==> config.mk <==
export PLATFORM = sky130hd
export DESIGN_NAME = button_led_mode_controller_top
export DESIGN_NICKNAME = d
export VERILOG_FILES = /design/src/hw/rtl/blmc_pkg.sv /design/src/hw/rtl/blmc_press.sv /design/src/hw/rtl/button_led_mode_controller_top.sv
export SDC_FILE = /design/constraint.sdc
export NUM_CORES = 1
export LEC_CHECK = 0
export BUFFER_PORTS_ARGS = -buffer_cell sky130_fd_sc_hd__buf_2
export CAP_MARGIN = 5
export CORE_MARGIN = 2
export CORE_UTILIZATION = 35
export CTS_BUF_LIST = sky130_fd_sc_hd__clkbuf_4
export DETAILED_ROUTE_END_ITERATION = 6
export GPL_TIMING_DRIVEN = 1
export MAX_ROUTING_LAYER = met4
export PLACE_DENSITY = 0.51
export SLEW_MARGIN = 20
export SYNTH_ARGS = -nofsm -noshare
export SYNTH_HDL_FRONTEND = slang
export SYNTH_SLANG_ARGS = --single-unit
==> constraint.sdc <==
create_clock -name i_clk -period 11.6 [get_ports i_clk]
set_input_delay 2.32 -clock i_clk [delete_from_list [all_inputs] [get_ports i_clk]]
set_output_delay 2.32 -clock i_clk [all_outputs]
set_load 0.02 [all_outputs]
==> src/hw/rtl/blmc_pkg.sv <==
`timescale 1ns / 1ps
`default_nettype none

package blmc_pkg;

    // LED modes
    typedef enum logic [1:0] {
        MODE_OFF    = 2'd0,
        MODE_STEADY = 2'd1,
        MODE_FADE   = 2'd2,
        MODE_BLINK  = 2'd3
    } t_mode;

    // Default parameter values
    localparam int DUTY_BITS_DEF  = 8;
    localparam int COUNT_BITS_DEF = 16;

    // Configuration port
    localparam int CFG_W     = 16;
    localparam int CFG_IDX_W = 2;

    localparam logic [CFG_IDX_W-1:0] REG_LONG_PRESS  = 2'd0;
    localparam logic [CFG_IDX_W-1:0] REG_FADE_STEP   = 2'd1;
    localparam logic [CFG_IDX_W-1:0] REG_FADE_PERIOD = 2'd2;
    localparam logic [CFG_IDX_W-1:0] REG_BLINK_HALF  = 2'd3;

    // Register widths and reset values
    localparam int TICKS_W = 16;
    localparam int STEP_W  = 7;

    localparam logic [TICKS_W-1:0] LONG_PRESS_RST  = 16'd250;
    localparam logic [STEP_W-1:0]  FADE_STEP_RST   = 7'd2;
    localparam logic [TICKS_W-1:0] FADE_PERIOD_RST = 16'd20;
    localparam logic [TICKS_W-1:0] BLINK_HALF_RST  = 16'd100;

    // Stream payload widths
    localparam int DUTY_OUT_W  = 8;
    localparam int TDATA_IN_W  = 8;
    localparam int TDATA_OUT_W = 16;

    // Button handling status handed to the LED engine
    typedef struct packed {
        t_mode mode;
        logic  long_flag;
    } t_press_stat;

endpackage

`default_nettype wire

==> src/hw/rtl/blmc_press.sv <==
`timescale 1ns / 1ps
`default_nettype none

module blmc_press
    import blmc_pkg::*;
#(
    parameter int COUNT_BITS = COUNT_BITS_DEF
) (
    input  wire logic               i_clk,
    input  wire logic               i_rst_n,
    input  wire logic               i_accept,
    input  wire logic               i_button,
    input  wire logic [TICKS_W-1:0] i_long_press_ticks,
    output t_press_stat             o_stat
);

    localparam int CMP_W = (COUNT_BITS > TICKS_W) ? COUNT_BITS : TICKS_W;
    localparam logic [COUNT_BITS-1:0] CNT_MAX = '1;

    t_mode                 r_mode, n_mode;
    logic                  r_held, n_held;
    logic                  r_fired, n_fired;
    logic [COUNT_BITS-1:0] r_cnt, n_cnt;

    // Track press, hold and release; step the mode
    always_comb begin
        n_mode  = r_mode;
        n_held  = r_held;
        n_fired = r_fired;
        n_cnt   = r_cnt;
        if (i_button) begin
            if (!r_held) begin
                n_held  = 1'b1;
                n_fired = 1'b0;
                n_cnt   = '0;
            end else begin
                if (r_cnt != CNT_MAX) begin
                    n_cnt = r_cnt + 1'b1;
                end
                if (!r_fired && (CMP_W'(n_cnt) >= CMP_W'(i_long_press_ticks))) begin
                    n_fired = 1'b1;
                    case (r_mode)
                        MODE_STEADY: n_mode = MODE_FADE;
                        MODE_FADE:   n_mode = MODE_BLINK;
                        MODE_BLINK:  n_mode = MODE_STEADY;
                        default:     n_mode = r_mode;
                    endcase
                end
            end
        end else if (r_held) begin
            n_held = 1'b0;
            if (!r_fired) begin
                n_mode = (r_mode != MODE_OFF) ? MODE_OFF : MODE_STEADY;
            end
        end
        o_stat.mode      = n_mode;
        o_stat.long_flag = n_held && n_fired;
    end

    // Commit on each accepted word
    always_ff @(posedge i_clk) begin
        if (!i_rst_n) begin
            r_mode  <= MODE_OFF;
            r_held  <= 1'b0;
            r_fired <= 1'b0;
            r_cnt   <= '0;
        end else if (i_accept) begin
            r_mode  <= n_mode;
            r_held  <= n_held;
            r_fired <= n_fired;
            r_cnt   <= n_cnt;
        end
    end

endmodule

`default_nettype wire

==> src/hw/rtl/button_led_mode_controller_top.sv <==
`timescale 1ns / 1ps
`default_nettype none

// Button LED mode controller. Each input word is one millisecond tick carrying
// the sampled button level in bit 0; each tick yields one output word with the
// LED mode, the 8-bit PWM duty and the long-press flag. A short press turns an
// unlit LED steady and a lit one off; a long press cycles steady, fade and
// blink. The block takes one tick per clock cycle: all state updates in a
// single pass into the output register, which a stall on the output side
// holds while the next word is still taken if that register is being drained.
// Output valid is registered and rises in the cycle after input accept. The
// user must write configuration registers through the plain write port only
// while the stream is idle; the block itself does not enforce this.

module button_led_mode_controller_top
    import blmc_pkg::*;
#(
    parameter int DUTY_BITS  = DUTY_BITS_DEF,
    parameter int COUNT_BITS = COUNT_BITS_DEF
) (
    input  wire logic                   i_clk,
    input  wire logic                   i_rst_n,
    // configuration write port
    input  wire logic                   i_cfg_wr_en,
    input  wire logic [CFG_IDX_W-1:0]   i_cfg_index,
    input  wire logic [CFG_W-1:0]       i_cfg_wdata,
    // input stream
    input  wire logic                   s_axis_tvalid,
    output logic                        s_axis_tready,
    input  wire logic [TDATA_IN_W-1:0]  s_axis_tdata,  // [0] button_level
    // output stream
    output logic                        m_axis_tvalid,
    input  wire logic                   m_axis_tready,
    output logic [TDATA_OUT_W-1:0]      m_axis_tdata   // [1:0] led_mode, [9:2] duty,
                                                       // [10] long_press_flag
);

    localparam logic [DUTY_BITS-1:0]  LEVEL_MAX  = '1;
    localparam logic [DUTY_BITS-1:0]  LEVEL_INIT = DUTY_BITS'(1) << (DUTY_BITS - 1);
    localparam logic [COUNT_BITS-1:0] CNT_MAX    = '1;
    localparam int CMP_W = (COUNT_BITS > TICKS_W) ? COUNT_BITS : TICKS_W;

    // Configuration registers
    logic [TICKS_W-1:0] r_long_press_ticks;
    logic [STEP_W-1:0]  r_fade_step;
    logic [TICKS_W-1:0] r_fade_period;
    logic [TICKS_W-1:0] r_blink_half;

    always_ff @(posedge i_clk) begin
        if (!i_rst_n) begin
            r_long_press_ticks <= LONG_PRESS_RST;
            r_fade_step        <= FADE_STEP_RST;
            r_fade_period      <= FADE_PERIOD_RST;
            r_blink_half       <= BLINK_HALF_RST;
        end else if (i_cfg_wr_en) begin
            case (i_cfg_index)
                REG_LONG_PRESS:  r_long_press_ticks <= i_cfg_wdata[TICKS_W-1:0];
                REG_FADE_STEP:   r_fade_step        <= i_cfg_wdata[STEP_W-1:0];
                REG_FADE_PERIOD: r_fade_period      <= i_cfg_wdata[TICKS_W-1:0];
                REG_BLINK_HALF:  r_blink_half       <= i_cfg_wdata[TICKS_W-1:0];
                default: ;
            endcase
        end
    end

    // Handshake: take a word whenever the output register is free or draining
    logic r_out_valid;
    logic in_accept;

    assign s_axis_tready = !r_out_valid || m_axis_tready;
    assign in_accept     = s_axis_tvalid && s_axis_tready;

    // Button handling
    t_press_stat press_stat;

    blmc_press #(
        .COUNT_BITS (COUNT_BITS)
    ) u_press (
        .i_clk              (i_clk),
        .i_rst_n            (i_rst_n),
        .i_accept           (in_accept),
        .i_button           (s_axis_tdata[0]),
        .i_long_press_ticks (r_long_press_ticks),
        .o_stat             (press_stat)
    );

    // LED engine state
    logic [DUTY_BITS-1:0]  r_level, n_level;
    logic                  r_fading_down, n_fading_down;
    logic [COUNT_BITS-1:0] r_fade_cnt, n_fade_cnt;
    logic [COUNT_BITS-1:0] r_blink_cnt, n_blink_cnt;
    logic                  r_blink_on, n_blink_on;
    logic [DUTY_BITS-1:0]  n_duty;

    logic [DUTY_BITS:0]    fade_sum;
    logic [DUTY_BITS-1:0]  fade_level;
    logic [COUNT_BITS-1:0] fade_inc;
    logic [COUNT_BITS-1:0] blink_inc;

    // Compute duty and advance fade or blink timing
    always_comb begin
        n_level       = r_level;
        n_fading_down = r_fading_down;
        n_fade_cnt    = r_fade_cnt;
        n_blink_cnt   = r_blink_cnt;
        n_blink_on    = r_blink_on;
        n_duty        = '0;

        fade_inc  = (r_fade_cnt != CNT_MAX) ? r_fade_cnt + 1'b1 : r_fade_cnt;
        blink_inc = (r_blink_cnt != CNT_MAX) ? r_blink_cnt + 1'b1 : r_blink_cnt;

        // saturating step in the current direction
        fade_sum = {1'b0, r_level} + (DUTY_BITS + 1)'(r_fade_step);
        if (r_fading_down) begin
            fade_level = (r_level > DUTY_BITS'(r_fade_step))
                       ? r_level - DUTY_BITS'(r_fade_step) : '0;
        end else begin
            fade_level = fade_sum[DUTY_BITS] ? LEVEL_MAX : fade_sum[DUTY_BITS-1:0];
        end

        case (press_stat.mode)
            MODE_STEADY: begin
                n_duty = r_level;
            end
            MODE_FADE: begin
                n_fade_cnt = fade_inc;
                if (CMP_W'(fade_inc) >= CMP_W'(r_fade_period)) begin
                    n_fade_cnt = '0;
                    n_level    = fade_level;
                    if (fade_level == '0 || fade_level == LEVEL_MAX) begin
                        n_fading_down = !r_fading_down;
                    end
                end
                n_duty = n_level;
            end
            MODE_BLINK: begin
                n_duty      = r_blink_on ? r_level : '0;
                n_blink_cnt = blink_inc;
                if (CMP_W'(blink_inc) >= CMP_W'(r_blink_half)) begin
                    n_blink_cnt = '0;
                    n_blink_on  = !r_blink_on;
                end
            end
            default: begin
                n_duty = '0;
            end
        endcase
    end

    // Commit engine state on each accepted word
    always_ff @(posedge i_clk) begin
        if (!i_rst_n) begin
            r_level       <= LEVEL_INIT;
            r_fading_down <= 1'b0;
            r_fade_cnt    <= '0;
            r_blink_cnt   <= '0;
            r_blink_on    <= 1'b1;
        end else if (in_accept) begin
            r_level       <= n_level;
            r_fading_down <= n_fading_down;
            r_fade_cnt    <= n_fade_cnt;
            r_blink_cnt   <= n_blink_cnt;
            r_blink_on    <= n_blink_on;
        end
    end

    // Output register
    t_mode                 r_out_mode;
    logic [DUTY_OUT_W-1:0] r_out_duty;
    logic                  r_out_flag;

    always_ff @(posedge i_clk) begin
        if (!i_rst_n) begin
            r_out_valid <= 1'b0;
        end else if (in_accept) begin
            r_out_valid <= 1'b1;
        end else if (m_axis_tready) begin
            r_out_valid <= 1'b0;
        end
    end

    always_ff @(posedge i_clk) begin
        if (in_accept) begin
            r_out_mode <= press_stat.mode;
            r_out_duty <= n_duty[DUTY_OUT_W-1:0];
            r_out_flag <= press_stat.long_flag;
        end
    end

    assign m_axis_tvalid = r_out_valid;
    assign m_axis_tdata  = {5'b0, r_out_flag, r_out_duty, r_out_mode};

endmodule

`default_nettype wire
==> metrics.md, run 1 <==
| Metric | Value |
|---|---|
| Number of sinks handled by clock tree synthesis | `129` |
| Nets | `1144` |
| FFs w/ async S/R, synth | `0%` |
| Average wire per standard cell | `14.7 microns` |
| Startpoint of the worst-slack reg-to-reg timing path | `u_press.r_cnt[5]$_SDFFE_PN0P_` |
| Number of synthesized register bits | `129` |
| Clock slew at reported path FFs | `0.12 ns` |
| Number of buffer cells added on primary ports | `36` |
| Die area | `0.0248 sq mm` |
| Commonest non-fill, non-tap cell in the layout | `sky130_fd_sc_hd__nand2_1` |
| Antenna Nets Post-Route | `0` |
| Worst-path fanout max | `31` |
| Final hold violation count | `0` |
| Clock H-tree levels | `4` |
| Summed negative setup slack over all endpoints | `0 ns` |
| Setup Crit Path Kind | `flip-flop to flip-flop` |
| Maximum root-to-sink buffer count | `2` |
| Boundary pin count | `49` |
| TritonRoute pass-1 iters | `5` |
| Number of post-CTS setup repair buffers | `0` |
| Final count of pins violating max slew | `0` |
| Gr ovfl total | `0` |
| Outcome | `finished clean` |
| Worst path arrival time | `5.87 ns` |
| TritonCTS clock tree | `done` |
| Largest net degree at the start of global routing | `67` |
| Die Height | `157 microns` |
| Average cell area after synthesis | `7.94 sq um` |
| Cell area after synthesis | `0.00824 sq mm` |
| Peak supply drop | `0.0000468 V` |
| Vias | `7052` |
| Setup slack of the most critical reg-to-reg path | `6.20 ns` |
| Synth-to-Final Area Change | `7.96%` |
| Hold Startpoint | `r_blink_half[4]$_SDFFE_PN0P_` |
| Die width | `157 microns` |
| Worst min-delay path category | `flip-flop to flip-flop` |
| GRT Total Usage | `17.4%` |
| Root buffer cell | `sky130_fd_sc_hd__clkbuf_4` |
| Slew Limit Headroom | `33.9%` |
| Most common flop cell mapped by yosys | `sky130_fd_sc_hd__dfxtp_1` |
| CTS resizes | `0` |
| Skew final | `0.0267 ns` |
| Inserted Clock Buffers | `17` |
| Leakage Power | `3.51 nW` |
| DP Cell Count | `1345` |
| Effective utilization at floorplan | `35.4%` |
| Actual slew at the worst max-slew pin | `0.989 ns` |
| HPWL reported at the end of detailed placement | `15.0 mm` |
| Worst-Skew Late Latency | `0.55 ns` |
| Count of standard-cell rows | `56` |
| Yosys synthesis warning count | `0` |
| Worst R2R End | `r_blink_cnt[1]$_SDFFE_PN0P_` |
| Total Wirelength | `20.3 mm` |
| Instance count of the mapped netlist | `1038` |
| Core box area | `0.0233 sq mm` |
| Starting DRT DRC Count | `389` |
| Pwr Density | `95.7 mW/mm^2` |
| Top library cells by usage in the layout, fill and taps aside | `137 x sky130_fd_sc_hd__nand2_1, 118 x sky130_fd_sc_hd__dfxtp_1, 104 x sky130_fd_sc_hd__a21oi_1` |
| Number of synthesized flops with an enable pin | `11` |
| Via count of the first global-routing pass | `6310` |
| CP Data Required Time | `12.08 ns` |
| Final setup violation count | `0` |
| Max-capacitance violation count | `0` |
| Cell Count, Final, Fillers Out | `1377` |
| Type of element capturing the critical path | `flip-flop` |
| FMAX | `185 MHz` |
| Post-CTS Hold Buffers | `0` |
| Global-route wire length before repair | `33.0 mm` |
| Number of antenna violations at the first check in global routing | `1` |
| Startpoint kind of the worst setup timing path | `flip-flop` |
| Distinct cell type count after synthesis | `76` |
| R2r worst-path depth | `16` |
| Endpoint of the worst hold-timing path | `r_blink_half[4]$_SDFFE_PN0P_` |
| Post-route fraction of the period consumed by the critical path | `46.5%` |
| Layout cell share with drive strength beyond 1 | `9.65%` |
| Average vias per placed instance | `5.12` |
| RSZ-0062 raised after global routing | `no` |
| Number of DRC violations after detailed routing | `0` |
| Hold_ws | `0.464 ns` |
| RePlAce Congestion | `0.810` |
| Crit path time final | `5.40 ns` |
| Depth of the worst hold-timing path | `2` |
| Seq/Total Area, Yosys | `32.7%` |
worst max path at each step:
stage | cells after the start | start | slack, ns | end
floorplan | 1 | m_axis_tready | 6.72 | s_axis_tready
global placement | 9 | m_axis_tready | 6.09 | r_fade_cnt[0]$_SDFFE_PN0P_
detailed placement | 9 | m_axis_tready | 6.06 | r_fade_cnt[0]$_SDFFE_PN0P_
CTS | 17 | u_press.r_cnt[5]$_SDFFE_PN0P_ | 6.06 | r_fade_cnt[0]$_SDFFE_PN0P_
global route | 16 | u_press.r_cnt[5]$_SDFFE_PN0P_ | 5.76 | r_blink_cnt[1]$_SDFFE_PN0P_
finish | 16 | u_press.r_cnt[5]$_SDFFE_PN0P_ | 6.20 | r_blink_cnt[1]$_SDFFE_PN0P_
sequential cells by signal (all words and copies together) (netlist names), 7 cells and up:
signal	cells
r_blink_cnt	16
r_blink_half	16
r_fade_cnt	16
r_fade_period	16
r_fade_step	7
r_level	8
r_long_press_ticks	16
r_out_duty	8
u_press.r_cnt	16
synth_stat cells, types with 4 or more instances:
library cell	count	share of area, %
sky130_fd_sc_hd__nand2_1	137	6.2
sky130_fd_sc_hd__dfxtp_1	118	29
sky130_fd_sc_hd__a21oi_1	104	6.3
sky130_fd_sc_hd__inv_1	72	3.3
sky130_fd_sc_hd__nor2_1	72	3.3
sky130_fd_sc_hd__ha_1	66	10
sky130_fd_sc_hd__o21ai_0	46	2.8
sky130_fd_sc_hd__nand3_1	41	2.5
sky130_fd_sc_hd__clkbuf_1	38	1.7
sky130_fd_sc_hd__xnor2_1	31	3.3
sky130_fd_sc_hd__mux2i_1	20	2.4
sky130_fd_sc_hd__nand4_1	19	1.4
sky130_fd_sc_hd__nor3_1	19	1.2
sky130_fd_sc_hd__o211ai_1	16	1.5
sky130_fd_sc_hd__or3_1	16	1.2
sky130_fd_sc_hd__a31oi_1	14	1.1
sky130_fd_sc_hd__o21a_1	12	1.1
sky130_fd_sc_hd__a21o_1	11	1.0
sky130_fd_sc_hd__edfxtp_1	11	4.0
sky130_fd_sc_hd__nor2b_1	11	0.84
sky130_fd_sc_hd__and2_1	8	0.61
sky130_fd_sc_hd__buf_4	8	0.73
sky130_fd_sc_hd__o31a_1	8	0.85
sky130_fd_sc_hd__and3_1	7	0.53
sky130_fd_sc_hd__buf_2	7	0.43
sky130_fd_sc_hd__nand2b_1	7	0.53
sky130_fd_sc_hd__o31ai_1	7	0.64
sky130_fd_sc_hd__a22o_1	6	0.64
sky130_fd_sc_hd__mux2_2	6	0.82
sky130_fd_sc_hd__nor3b_1	6	0.55
sky130_fd_sc_hd__or2_2	6	0.46
sky130_fd_sc_hd__a211oi_1	5	0.46
sky130_fd_sc_hd__and4_1	5	0.53
sky130_fd_sc_hd__nor4_1	5	0.38
sky130_fd_sc_hd__xor2_1	5	0.53
sky130_fd_sc_hd__a22oi_1	4	0.36
sky130_fd_sc_hd__buf_1	4	0.18
sky130_fd_sc_hd__o2bb2ai_1	4	0.43
sky130_fd_sc_hd__or4_1	4	0.36
through the flow:
step                power [mW]  area [sq um]  worst slack [ns]  utilization (%)
floorplan                0.526          8250              6.72                -
global placement         0.550          8620              6.09             37.0
detailed placement       0.551          8620              6.06             37.0
CTS                      0.867          8890              6.06             38.2
global route             0.897          8890              5.76             38.2
finish                   0.852          8890              6.20             38.2
area by class of cell:
class	instances	area (sq um)
timing repair buffer	43	233
inverter	75	282
clock buffer	18	135
fill	2499	14400
multi-input combinational	779	5020
antenna	1	2.50
clock inverter	13	135
tap	319	399
sequential	129	2690
logic make-up (layout without fill, tap and decap cells):
group | count (synthesis) | after routing | share of synthesized area, %
mux | 27 | 27 | 3.42
other cells | 1 | 6 | 0.0455
flops | 129 | 129 | 32.7
fa+ha+maj | 68 | 68 | 10.5
xor+xnor | 36 | 36 | 3.83
simple gates | 377 | 377 | 22.3
buf+inv | 134 | 149 | 6.76
compound gates | 266 | 266 | 20.4
layer usage:
layer / share of wire [%] / up-vias / GRT usage, %
li1: - / 3684 / -
met4: 1.2 / 0 / 4.46
met1: 51 / 3266 / 23.6
met3: 2.5 / 17 / 3.08
met2: 45 / 85 / 26.7
met5: 0 / - / -
power breakdown:
group	total [mW]	switching [mW]	internal [mW]
registers	0.464	0.00496	0.459
clock network	0.311	0.182	0.130
logic	0.0765	0.0533	0.0232
critical path, cell delays in order (launching register included):
cell	delay, ns
sky130_fd_sc_hd__dfxtp_1	0.48
sky130_fd_sc_hd__and4_1	0.28
sky130_fd_sc_hd__nand4_1	0.22
sky130_fd_sc_hd__nor3_1	0.42
sky130_fd_sc_hd__nand3_1	0.41
sky130_fd_sc_hd__nand3_1	0.48
sky130_fd_sc_hd__nor3_1	0.07
sky130_fd_sc_hd__or2_2	0.30
sky130_fd_sc_hd__ha_1	0.28
sky130_fd_sc_hd__nand2_1	0.06
sky130_fd_sc_hd__or3_1	0.41
sky130_fd_sc_hd__o21a_1	0.27
sky130_fd_sc_hd__mux2_2	0.30
sky130_fd_sc_hd__a21o_1	0.76
sky130_fd_sc_hd__o21ai_1	0.15
sky130_fd_sc_hd__buf_4	0.23
sky130_fd_sc_hd__nor3_1	0.17
Note: power is estimated with default switching activity, not from simulation.
==> run 2, diff against run 1 <==
--- a/config.mk
+++ b/config.mk
@@ -5,6 +5,7 @@
 export SDC_FILE = /design/constraint.sdc
 export NUM_CORES = 1
 export LEC_CHECK = 0
+export ABC_AREA = 1
 export BUFFER_PORTS_ARGS = -buffer_cell sky130_fd_sc_hd__buf_2
 export CAP_MARGIN = 5
 export CORE_MARGIN = 2
==> constraint.sdc (replaced) <==
create_clock -name i_clk -period 5.5 [get_ports i_clk]
set_input_delay 1.1 -clock i_clk [delete_from_list [all_inputs] [get_ports i_clk]]
set_output_delay 1.1 -clock i_clk [all_outputs]
set_load 0.02 [all_outputs]
==> run 2 against run 1 <==
Compared with the run above:
- final area shrank 0.32%
- routed wire length rose by 4.4%
- critical endpoint is now r_blink_cnt[7]$_SDFFE_PN0P_
- power up 110%
- sequential share of layout area up 0.098 points
- first-iteration DRC count fell by 19%
- synthesized cell count up 15%
- global-route usage increased by 1.1 points
- largest power group unchanged
- register-to-register slack worse by 4.9 ns
- critical path type unchanged
- area after synthesis is 0.24% lower
==> metrics.md, run 2 <==
| Metric | Value |
|---|---|
| Outcome | `finished clean` |
| TritonCTS clock tree | `done` |
| Startpoint of the worst-slack reg-to-reg timing path | `u_press.r_cnt[0]$_SDFFE_PN0P_` |
| CTS resizes | `0 (unchanged)` |
| Die area | `0.0247 sq mm (-0.24%)` |
| Setup slack of the most critical reg-to-reg path | `1.25 ns (-4.95 ns)` |
| Most common flop cell mapped by yosys | `sky130_fd_sc_hd__dfxtp_1` |
| Count of standard-cell rows | `56 (unchanged)` |
| Number of post-CTS setup repair buffers | `0 (unchanged)` |
| Number of buffer cells added on primary ports | `36 (unchanged)` |
| FFs w/ async S/R, synth | `0% (unchanged)` |
| Crit path time final | `4.25 ns (-1.15 ns)` |
| Startpoint kind of the worst setup timing path | `flip-flop` |
| Starting DRT DRC Count | `315 (-19%)` |
| Final hold violation count | `0 (unchanged)` |
| Worst setup path start | `u_press.r_cnt[0]$_SDFFE_PN0P_` |
| Most instantiated library cell after synthesis | `sky130_fd_sc_hd__nand2_1` |
| Skew final | `0.0241 ns (-0.00252 ns)` |
| Die width | `157 microns (-0.12%)` |
| Maximum root-to-sink buffer count | `2 (unchanged)` |
| Synth-to-Final Area Change | `7.87% (about the same)` |
| Global-route wire length before repair | `35.1 mm (+6.3%)` |
| Yosys synthesis warning count | `0 (unchanged)` |
| Vias | `7406 (+5.0%)` |
| Slew Limit Headroom | `41.0% (+7.1 points)` |
| Actual slew at the worst max-slew pin | `0.883 ns (-0.106 ns)` |
| Average wire per standard cell | `13.6 microns (-7.4%)` |
| Worst min-delay path category | `flip-flop to flip-flop` |
| Die Height | `157 microns (-0.12%)` |
| Worst path buffer plus inverter count | `2 (+1)` |
| RePlAce Congestion | `0.854 (+5.5%)` |
| Pwr Density | `199 mW/mm^2 (+110%)` |
| Root buffer cell | `sky130_fd_sc_hd__clkbuf_4` |
| Commonest non-fill, non-tap cell in the layout | `sky130_fd_sc_hd__nand2_1` |
| HPWL reported at the end of detailed placement | `15.9 mm (+5.9%)` |
| Synth top cells by count | `292 x sky130_fd_sc_hd__nand2_1, 163 x sky130_fd_sc_hd__inv_1, 145 x sky130_fd_sc_hd__a21oi_1, 118 x sky130_fd_sc_hd__dfxtp_1, 77 x sky130_fd_sc_hd__o21ai_0` |
| Worst-Skew Late Latency | `0.56 ns (about the same)` |
| Summed negative setup slack over all endpoints | `0 ns (unchanged)` |
| Antenna Nets Post-Route | `0 (unchanged)` |
| Cell internal pwr | `1.23 mW (+100%)` |
| Post-CTS Hold Buffers | `0 (unchanged)` |
| Leakage Power | `3.78 nW (+7.8%)` |
| Average vias per placed instance | `4.77 (-6.9%)` |
| R2r worst-path depth | `21 (+5)` |
| Worst path arrival time | `4.69 ns (-1.18 ns)` |
| Inserted Clock Buffers | `17 (unchanged)` |
| Leading post-synthesis cells by cell area | `sky130_fd_sc_hd__dfxtp_1 29%, sky130_fd_sc_hd__nand2_1 13%, sky130_fd_sc_hd__ha_1 10%` |
| Final setup violation count | `0 (unchanged)` |
| Cell Count, Final, Fillers Out | `1553 (+13%)` |
| Cell-by-cell listing of the critical path | `ha_1 -> inv_1 -> nor3_4 -> nand2_1 -> nor3_2 -> nand4_2 -> nand4_1 -> xnor2_1 -> ha_1 -> a21oi_1 -> o21ai_0 -> a21oi_1 -> nand2_1 -> nand2_1 -> nand2_1 -> nand3_1 -> nand3_2 -> nor2_4 -> inv_2 -> o21ai_0 -> nor2_1` |
| Seq/Total Area, Yosys | `32.8% (+0.080 points)` |
| GRT Total Usage | `18.4% (+1.1 points)` |
| Via count of the first global-routing pass | `7006 (+11%)` |
| CP Data Required Time | `5.94 ns (-6.14 ns)` |
| End point of the critical path | `r_blink_cnt[7]$_SDFFE_PN0P_` |
| Sw power | `0.538 mW (+120%)` |
| Clock slew at reported path FFs | `0.11 ns (about the same)` |
| Final count of pins violating max slew | `0 (unchanged)` |
| Cell area after synthesis | `0.00822 sq mm (-0.24%)` |
| Largest net degree at the start of global routing | `60 (-10%)` |
| Peak supply drop | `0.000106 V (+130%)` |
| Layout cell share with drive strength beyond 1 | `8.52% (-1.1 points)` |
| Final design utilization | `38.1% (-0.12 points)` |
| Register share of total power | `56.1% (+1.6 points)` |
| Kind of cell adding the most delay to the critical path | `simple AND/OR/NAND/NOR gates` |
| Number of antenna violations at the first check in global routing | `1 (unchanged)` |
| Clock Power Share | `31.3% (-5.3 points)` |
| Instance count of the mapped netlist | `1196 (+15%)` |
| Worst-path fanout max | `22 (-29%)` |
| Post-route fraction of the period consumed by the critical path | `77.2% (+31 points)` |
| Logic pwr share | `12.6% (+3.6 points)` |
| Number of DRC violations after detailed routing | `0 (unchanged)` |
| Core box area | `0.0233 sq mm (unchanged)` |
| Most frequent CP cell | `sky130_fd_sc_hd__nand2_1` |
| Logic depth of the worst setup path including buffers | `21 (+5)` |
| Worst R2R End | `r_blink_cnt[7]$_SDFFE_PN0P_` |
| Clock H-tree levels | `4 (unchanged)` |
| Setup Crit Path Kind | `flip-flop to flip-flop` |
| DP Cell Count | `1520 (+13%)` |
| TritonRoute pass-1 iters | `5 (unchanged)` |
| Effective utilization at floorplan | `35.3% (-0.086 points)` |
| Type of element capturing the critical path | `flip-flop` |
| Distinct cell type count after synthesis | `45 (-41%)` |
| RSZ-0062 raised after global routing | `no` |
| Placement-stage worst setup slack | `1.28 ns (-4.78 ns)` |
| FMAX | `236 MHz (+27%)` |
| Setup slack of the critical path after layout | `1.25 ns (-4.95 ns)` |
| Top library cells by usage in the layout, fill and taps aside | `292 x sky130_fd_sc_hd__nand2_1, 163 x sky130_fd_sc_hd__inv_1, 145 x sky130_fd_sc_hd__a21oi_1` |
| Total Wirelength | `21.2 mm (+4.4%)` |
| Average cell area after synthesis | `6.87 sq um (-13%)` |
| Max-capacitance violation count | `0 (unchanged)` |
| Number of synthesized register bits | `129 (unchanged)` |
| Yosys top cell by area | `sky130_fd_sc_hd__dfxtp_1` |
| Gr ovfl total | `0 (unchanged)` |
| Post-synth top area share | `28.7% (+0.070 points)` |
| Power consumption | `1.77 mW (+110%)` |
| Net Sw Frac | `30.5% (+2.3 points)` |
| Number of sinks handled by clock tree synthesis | `129 (unchanged)` |
| Nets | `1319 (+15%)` |
| Crit path max-delay cell type | `sky130_fd_sc_hd__nor2_4` |
| Boundary pin count | `49 (unchanged)` |
| Number of synthesized flops with an enable pin | `11 (unchanged)` |
| Crit-path max cell delay | `0.48 ns (-0.28 ns)` |
[run 2: tightest hold or removal path: stages, from the launching register on]
cell	delay [ns]
sky130_fd_sc_hd__dfxtp_1	0.31
sky130_fd_sc_hd__inv_1	0.06
sky130_fd_sc_hd__a21oi_1	0.06
[run 2: area by class of cell]
type	instances	area, sq um
fillers	2536	14400
multi-input cells	859	4700
flip-flops and latches	129	2690
inverters	175	657
well taps	319	399
repair buffers	38	195
clock buffers	20	150
clock inverters	12	71.3
diodes	1	2.50
[run 2: cells by family after synthesis]
logic type      Yosys count  synth area share, %
xor+xnor                 27                 2.97
mux                       1                0.137
buf+inv                 212                 10.4
fa+ha+maj                68                 10.5
flops                   129                 32.8
simple gates            501                 26.4
compound gates          257                 16.7
other cells               1               0.0456
[run 2: power groups by stage]
stage	registers (mW)	logic [mW]	clock network, mW
after floorplan	1.02	0.153	0
after global placement	1.01	0.221	0
after detailed placement	1.01	0.223	0
after CTS	0.991	0.224	0.584
after global routing	0.995	0.255	0.620
final	0.991	0.222	0.553
[run 2: worst min path at each step]
stage          slack [ns]  cells after the start                             endpoint                                 from
4_1_cts              0.48                      2         r_blink_half[9]$_SDFFE_PN0P_         r_blink_half[9]$_SDFFE_PN0P_
5_1_grt              0.50                      2  r_long_press_ticks[15]$_SDFFE_PN0P_  r_long_press_ticks[15]$_SDFFE_PN0P_
3_3_place_gp         0.45                      2  r_long_press_ticks[15]$_SDFFE_PN0P_  r_long_press_ticks[15]$_SDFFE_PN0P_
6_report             0.47                      2       r_fade_period[12]$_SDFFE_PN0P_       r_fade_period[12]$_SDFFE_PN0P_
2_1_floorplan        0.44                      2        r_blink_half[10]$_SDFFE_PN0P_        r_blink_half[10]$_SDFFE_PN0P_
3_5_place_dp         0.46                      2       r_fade_period[12]$_SDFFE_PN0P_       r_fade_period[12]$_SDFFE_PN0P_
[run 2: metrics by stage]
stage | hold WS (ns) | area, sq um
finish | 0.470 | 8870
global route | 0.495 | 8870
CTS | 0.475 | 8850
detailed placement | 0.457 | 8630
global placement | 0.453 | 8630
floorplan | 0.435 | 8230
[run 2: layer usage]
layer	GRT usage, %	vias to the layer above	wire, microns
met5	-	-	0
met4	4.94	0	305
met3	3.33	17	669
met2	30.0	121	9640
met1	23.6	3316	10600
li1	-	3952	-
==> run 3, diff against run 2 <==
--- a/config.mk
+++ b/config.mk
@@ -14,7 +14,7 @@
 export DETAILED_ROUTE_END_ITERATION = 6
 export GPL_TIMING_DRIVEN = 1
 export MAX_ROUTING_LAYER = met4
-export PLACE_DENSITY = 0.51
+export PLACE_DENSITY = 0.53
 export SLEW_MARGIN = 20
 export SYNTH_ARGS = -nofsm -noshare
 export SYNTH_HDL_FRONTEND = slang
==> constraint.sdc (replaced) <==
create_clock -name i_clk -period 3.5 [get_ports i_clk]
set_input_delay 0.7 -clock i_clk [delete_from_list [all_inputs] [get_ports i_clk]]
set_output_delay 0.7 -clock i_clk [all_outputs]
set_load 0.02 [all_outputs]
==> run 3 against run 2 <==
Compared with the run above:
- the flow now finishes with violations (negative setup slack)
- first-iteration DRC count grew 21%
- clock power grew 69%
- register-to-register slack got worse by 1.3 ns
- critical endpoint unchanged
==> metrics.md, run 3 (synthesis results as in run 2) <==
| Metric | Value |
|---|---|
| Outcome | `finished with violations` |
| Violated checks | `negative setup slack` |
| Gr ovfl total | `0 (unchanged)` |
| Inserted Clock Buffers | `17 (unchanged)` |
| Cell internal pwr | `1.98 mW (+61%)` |
| Vias | `7826 (+5.7%)` |
| Hold_ws | `0.409 ns (-0.0604 ns)` |
| R2r worst-path depth | `29 (+38%)` |
| Global-route wire length before repair | `36.0 mm (+2.6%)` |
| Number of buffer cells added on primary ports | `36 (unchanged)` |
| Startpoint of the worst-slack reg-to-reg timing path | `u_press.r_cnt[1]$_SDFFE_PN0P_` |
| Count of standard-cell rows | `56 (unchanged)` |
| Boundary pin count | `49 (unchanged)` |
| Peak supply drop | `0.000169 V (+59%)` |
| Die Height | `157 microns (unchanged)` |
| RSZ-0062 raised after global routing | `yes` |
| Skew final | `0.0320 ns (+0.00788 ns)` |
| Root buffer cell | `sky130_fd_sc_hd__clkbuf_4` |
| Clock Power Share | `32.0% (+0.7 points)` |
| Final design utilization | `43.3% (+5.2 points)` |
| DP Cell Count | `1572 (+3.4%)` |
| Core box area | `0.0233 sq mm (unchanged)` |
| Final hold violation count | `0 (unchanged)` |
| Average wire per standard cell | `13.8 microns (+1.5%)` |
| Final setup violation count | `32 (+32)` |
| Die area | `0.0247 sq mm (unchanged)` |
| Starting DRT DRC Count | `382 (+21%)` |
| Summed negative setup slack over all endpoints | `-1.00 ns (-1.00 ns)` |
| Hold Startpoint | `i_cfg_wdata[1]` |
| FMAX | `280 MHz (+19%)` |
| Final count of pins violating max slew | `0 (unchanged)` |
| Worst path arrival time | `4.05 ns (-0.64 ns)` |
| Net Sw Frac | `32.0% (+1.5 points)` |
| GRT Total Usage | `19.0% (+0.60 points)` |
| Type of element capturing the critical path | `flip-flop` |
| Post-route fraction of the period consumed by the critical path | `102% (+25 points)` |
| M3 GR Usage | `3.80% (+0.47 points)` |
| Setup Crit Path Kind | `flip-flop to flip-flop` |
| CP Data Required Time | `3.98 ns (-1.96 ns)` |
| Commonest non-fill, non-tap cell in the layout | `sky130_fd_sc_hd__nand2_1` |
| Crit path time final | `3.57 ns (-0.677 ns)` |
| RePlAce Congestion | `0.852 (-0.25%)` |
| Layout cell share with drive strength beyond 1 | `20.0% (+12 points)` |
| Crit path max-delay cell type | `sky130_fd_sc_hd__dfxtp_2` |
| Actual slew at the worst max-slew pin | `1.01 ns (+0.125 ns)` |
| Worst setup path start | `u_press.r_cnt[1]$_SDFFE_PN0P_` |
| Clock slew at reported path FFs | `0.13 ns (+0.02 ns)` |
| Logic pwr share | `14.5% (+1.9 points)` |
| Power consumption | `2.91 mW (+65%)` |
| Max-capacitance violation count | `0 (unchanged)` |
| TritonRoute pass-1 iters | `5 (unchanged)` |
| Effective utilization at floorplan | `35.3% (unchanged)` |
| Via count of the first global-routing pass | `7307 (+4.3%)` |
| TritonCTS clock tree | `done` |
| Met2 Track Usage GR | `29.9% (-0.083 points)` |
| Depth of the worst hold-timing path | `3 (+1)` |
| Non-Filler Cell Area, Final | `0.0101 sq mm (+14%)` |
| DP Area | `0.00905 sq mm (+4.8%)` |
| Antenna Nets Post-Route | `0 (unchanged)` |
| Worst-path fanout max | `7 (-68%)` |
| Pwr Density | `289 mW/mm^2 (+45%)` |
| Nets | `1394 (+5.7%)` |
| Die width | `157 microns (unchanged)` |
| Crit-path max cell delay | `0.38 ns (-0.10 ns)` |
| Number of antenna violations at the first check in global routing | `1 (unchanged)` |
| Worst-Skew Late Latency | `0.58 ns (+0.02 ns)` |
| Leakage Power | `4.42 nW (+17%)` |
| Met1 track utilization from global routing | `24.8% (+1.2 points)` |
| Setup slack of the critical path after layout | `-0.0683 ns (-1.32 ns)` |
| HPWL reported at the end of detailed placement | `16.3 mm (+2.9%)` |
| Synth-to-Final Area Change | `22.5%` |
| Maximum root-to-sink buffer count | `2 (unchanged)` |
| Worst min-delay path category | `primary input to flip-flop` |
| Largest net degree at the start of global routing | `59 (-1.7%)` |
| Average vias per placed instance | `4.81 (+0.80%)` |
| Slew Limit Headroom | `32.8% (-8.2 points)` |
| Number of sinks handled by clock tree synthesis | `129 (unchanged)` |
| Placement-stage worst setup slack | `-0.316 ns (-1.59 ns)` |
| Number of DRC violations after detailed routing | `0 (unchanged)` |
| Sw power | `0.931 mW (+73%)` |
| Cell Count, Final, Fillers Out | `1628 (+4.8%)` |
| Clock H-tree levels | `4 (unchanged)` |
| Top library cells by usage in the layout, fill and taps aside | `261 x sky130_fd_sc_hd__nand2_1, 161 x sky130_fd_sc_hd__inv_1, 128 x sky130_fd_sc_hd__a21oi_1` |
| Register share of total power | `53.5% (-2.6 points)` |
| Total Wirelength | `22.5 mm (+6.4%)` |
| Startpoint kind of the worst setup timing path | `flip-flop` |
| GRT Max-Usage Layer | `met2` |
run 3: cell count changes in the layout (fill, tap and decap cells not counted), moves of 6 or more:
cell and delta:
sky130_fd_sc_hd__nand2_1 -31, sky130_fd_sc_hd__a21oi_2 +17, sky130_fd_sc_hd__nand3_1 -9, sky130_fd_sc_hd__buf_4 +53, sky130_fd_sc_hd__nand2_4 +6, sky130_fd_sc_hd__nand3_2 +6
sky130_fd_sc_hd__nand2_2 +22, sky130_fd_sc_hd__a21oi_1 -17, sky130_fd_sc_hd__o21ai_1 +7, sky130_fd_sc_hd__inv_6 +6, sky130_fd_sc_hd__buf_6 +9, sky130_fd_sc_hd__o21ai_0 -8
run 3: per-layer routing:
metal	share of wire, %	wire length, microns
met4	1.5	335
met3	3.2	718
met1	50	11200
met5	0	0
met2	46	10300
run 3: what timing repair did:
| action | CTS | global route |
|---|---|---|
| hold buffers | 0 | 0 |
| setup endpoints to repair | 50 | 53 |
| pin swaps | 16 | 49 |
| gates resized for setup | 47 | 95 |
| buffers inserted | 7 | 10 |
| gates cloned | 3 | 4 |
run 3: final timing paths:
check	to	slack, ns
min	r_long_press_ticks[1]$_SDFFE_PN1P_	0.41
max	r_blink_cnt[7]$_SDFFE_PN0P_	-0.07
min reg2reg	r_fade_period[6]$_SDFFE_PN0P_	0.47
max reg2reg	r_blink_cnt[7]$_SDFFE_PN0P_	-0.07
run 3: area by class of cell:
cell class | instances | area (sq um)
fillers | 2481 | 13200
multi-input cells | 860 | 5130
flip-flops and latches | 129 | 2700
repair buffers | 111 | 905
inverters | 175 | 679
well taps | 319 | 399
clock buffers | 18 | 135
clock inverters | 14 | 105
repair inverters | 1 | 11.3
diodes | 1 | 2.50
run 3: critical path: cells and delay by family (launching register included):
| family | cells | cell delay, ns |
|---|---|---|
| buffers and inverters | 7 | 0.77 |
| AO/OA/AOI/OAI | 2 | 0.26 |
| adder cells (fa/ha/maj) | 2 | 0.40 |
| flip-flops | 1 | 0.38 |
| AND/OR/NAND/NOR | 18 | 1.68 |
run 3: power groups by stage:
stage,clock network [mW],logic [mW],registers (mW)
after global placement,0,0.361,1.59
after detailed placement,0,0.365,1.59
after global routing,1.03,0.475,1.56
after CTS,0.966,0.395,1.56
final,0.932,0.421,1.56
after floorplan,0,0.240,1.60
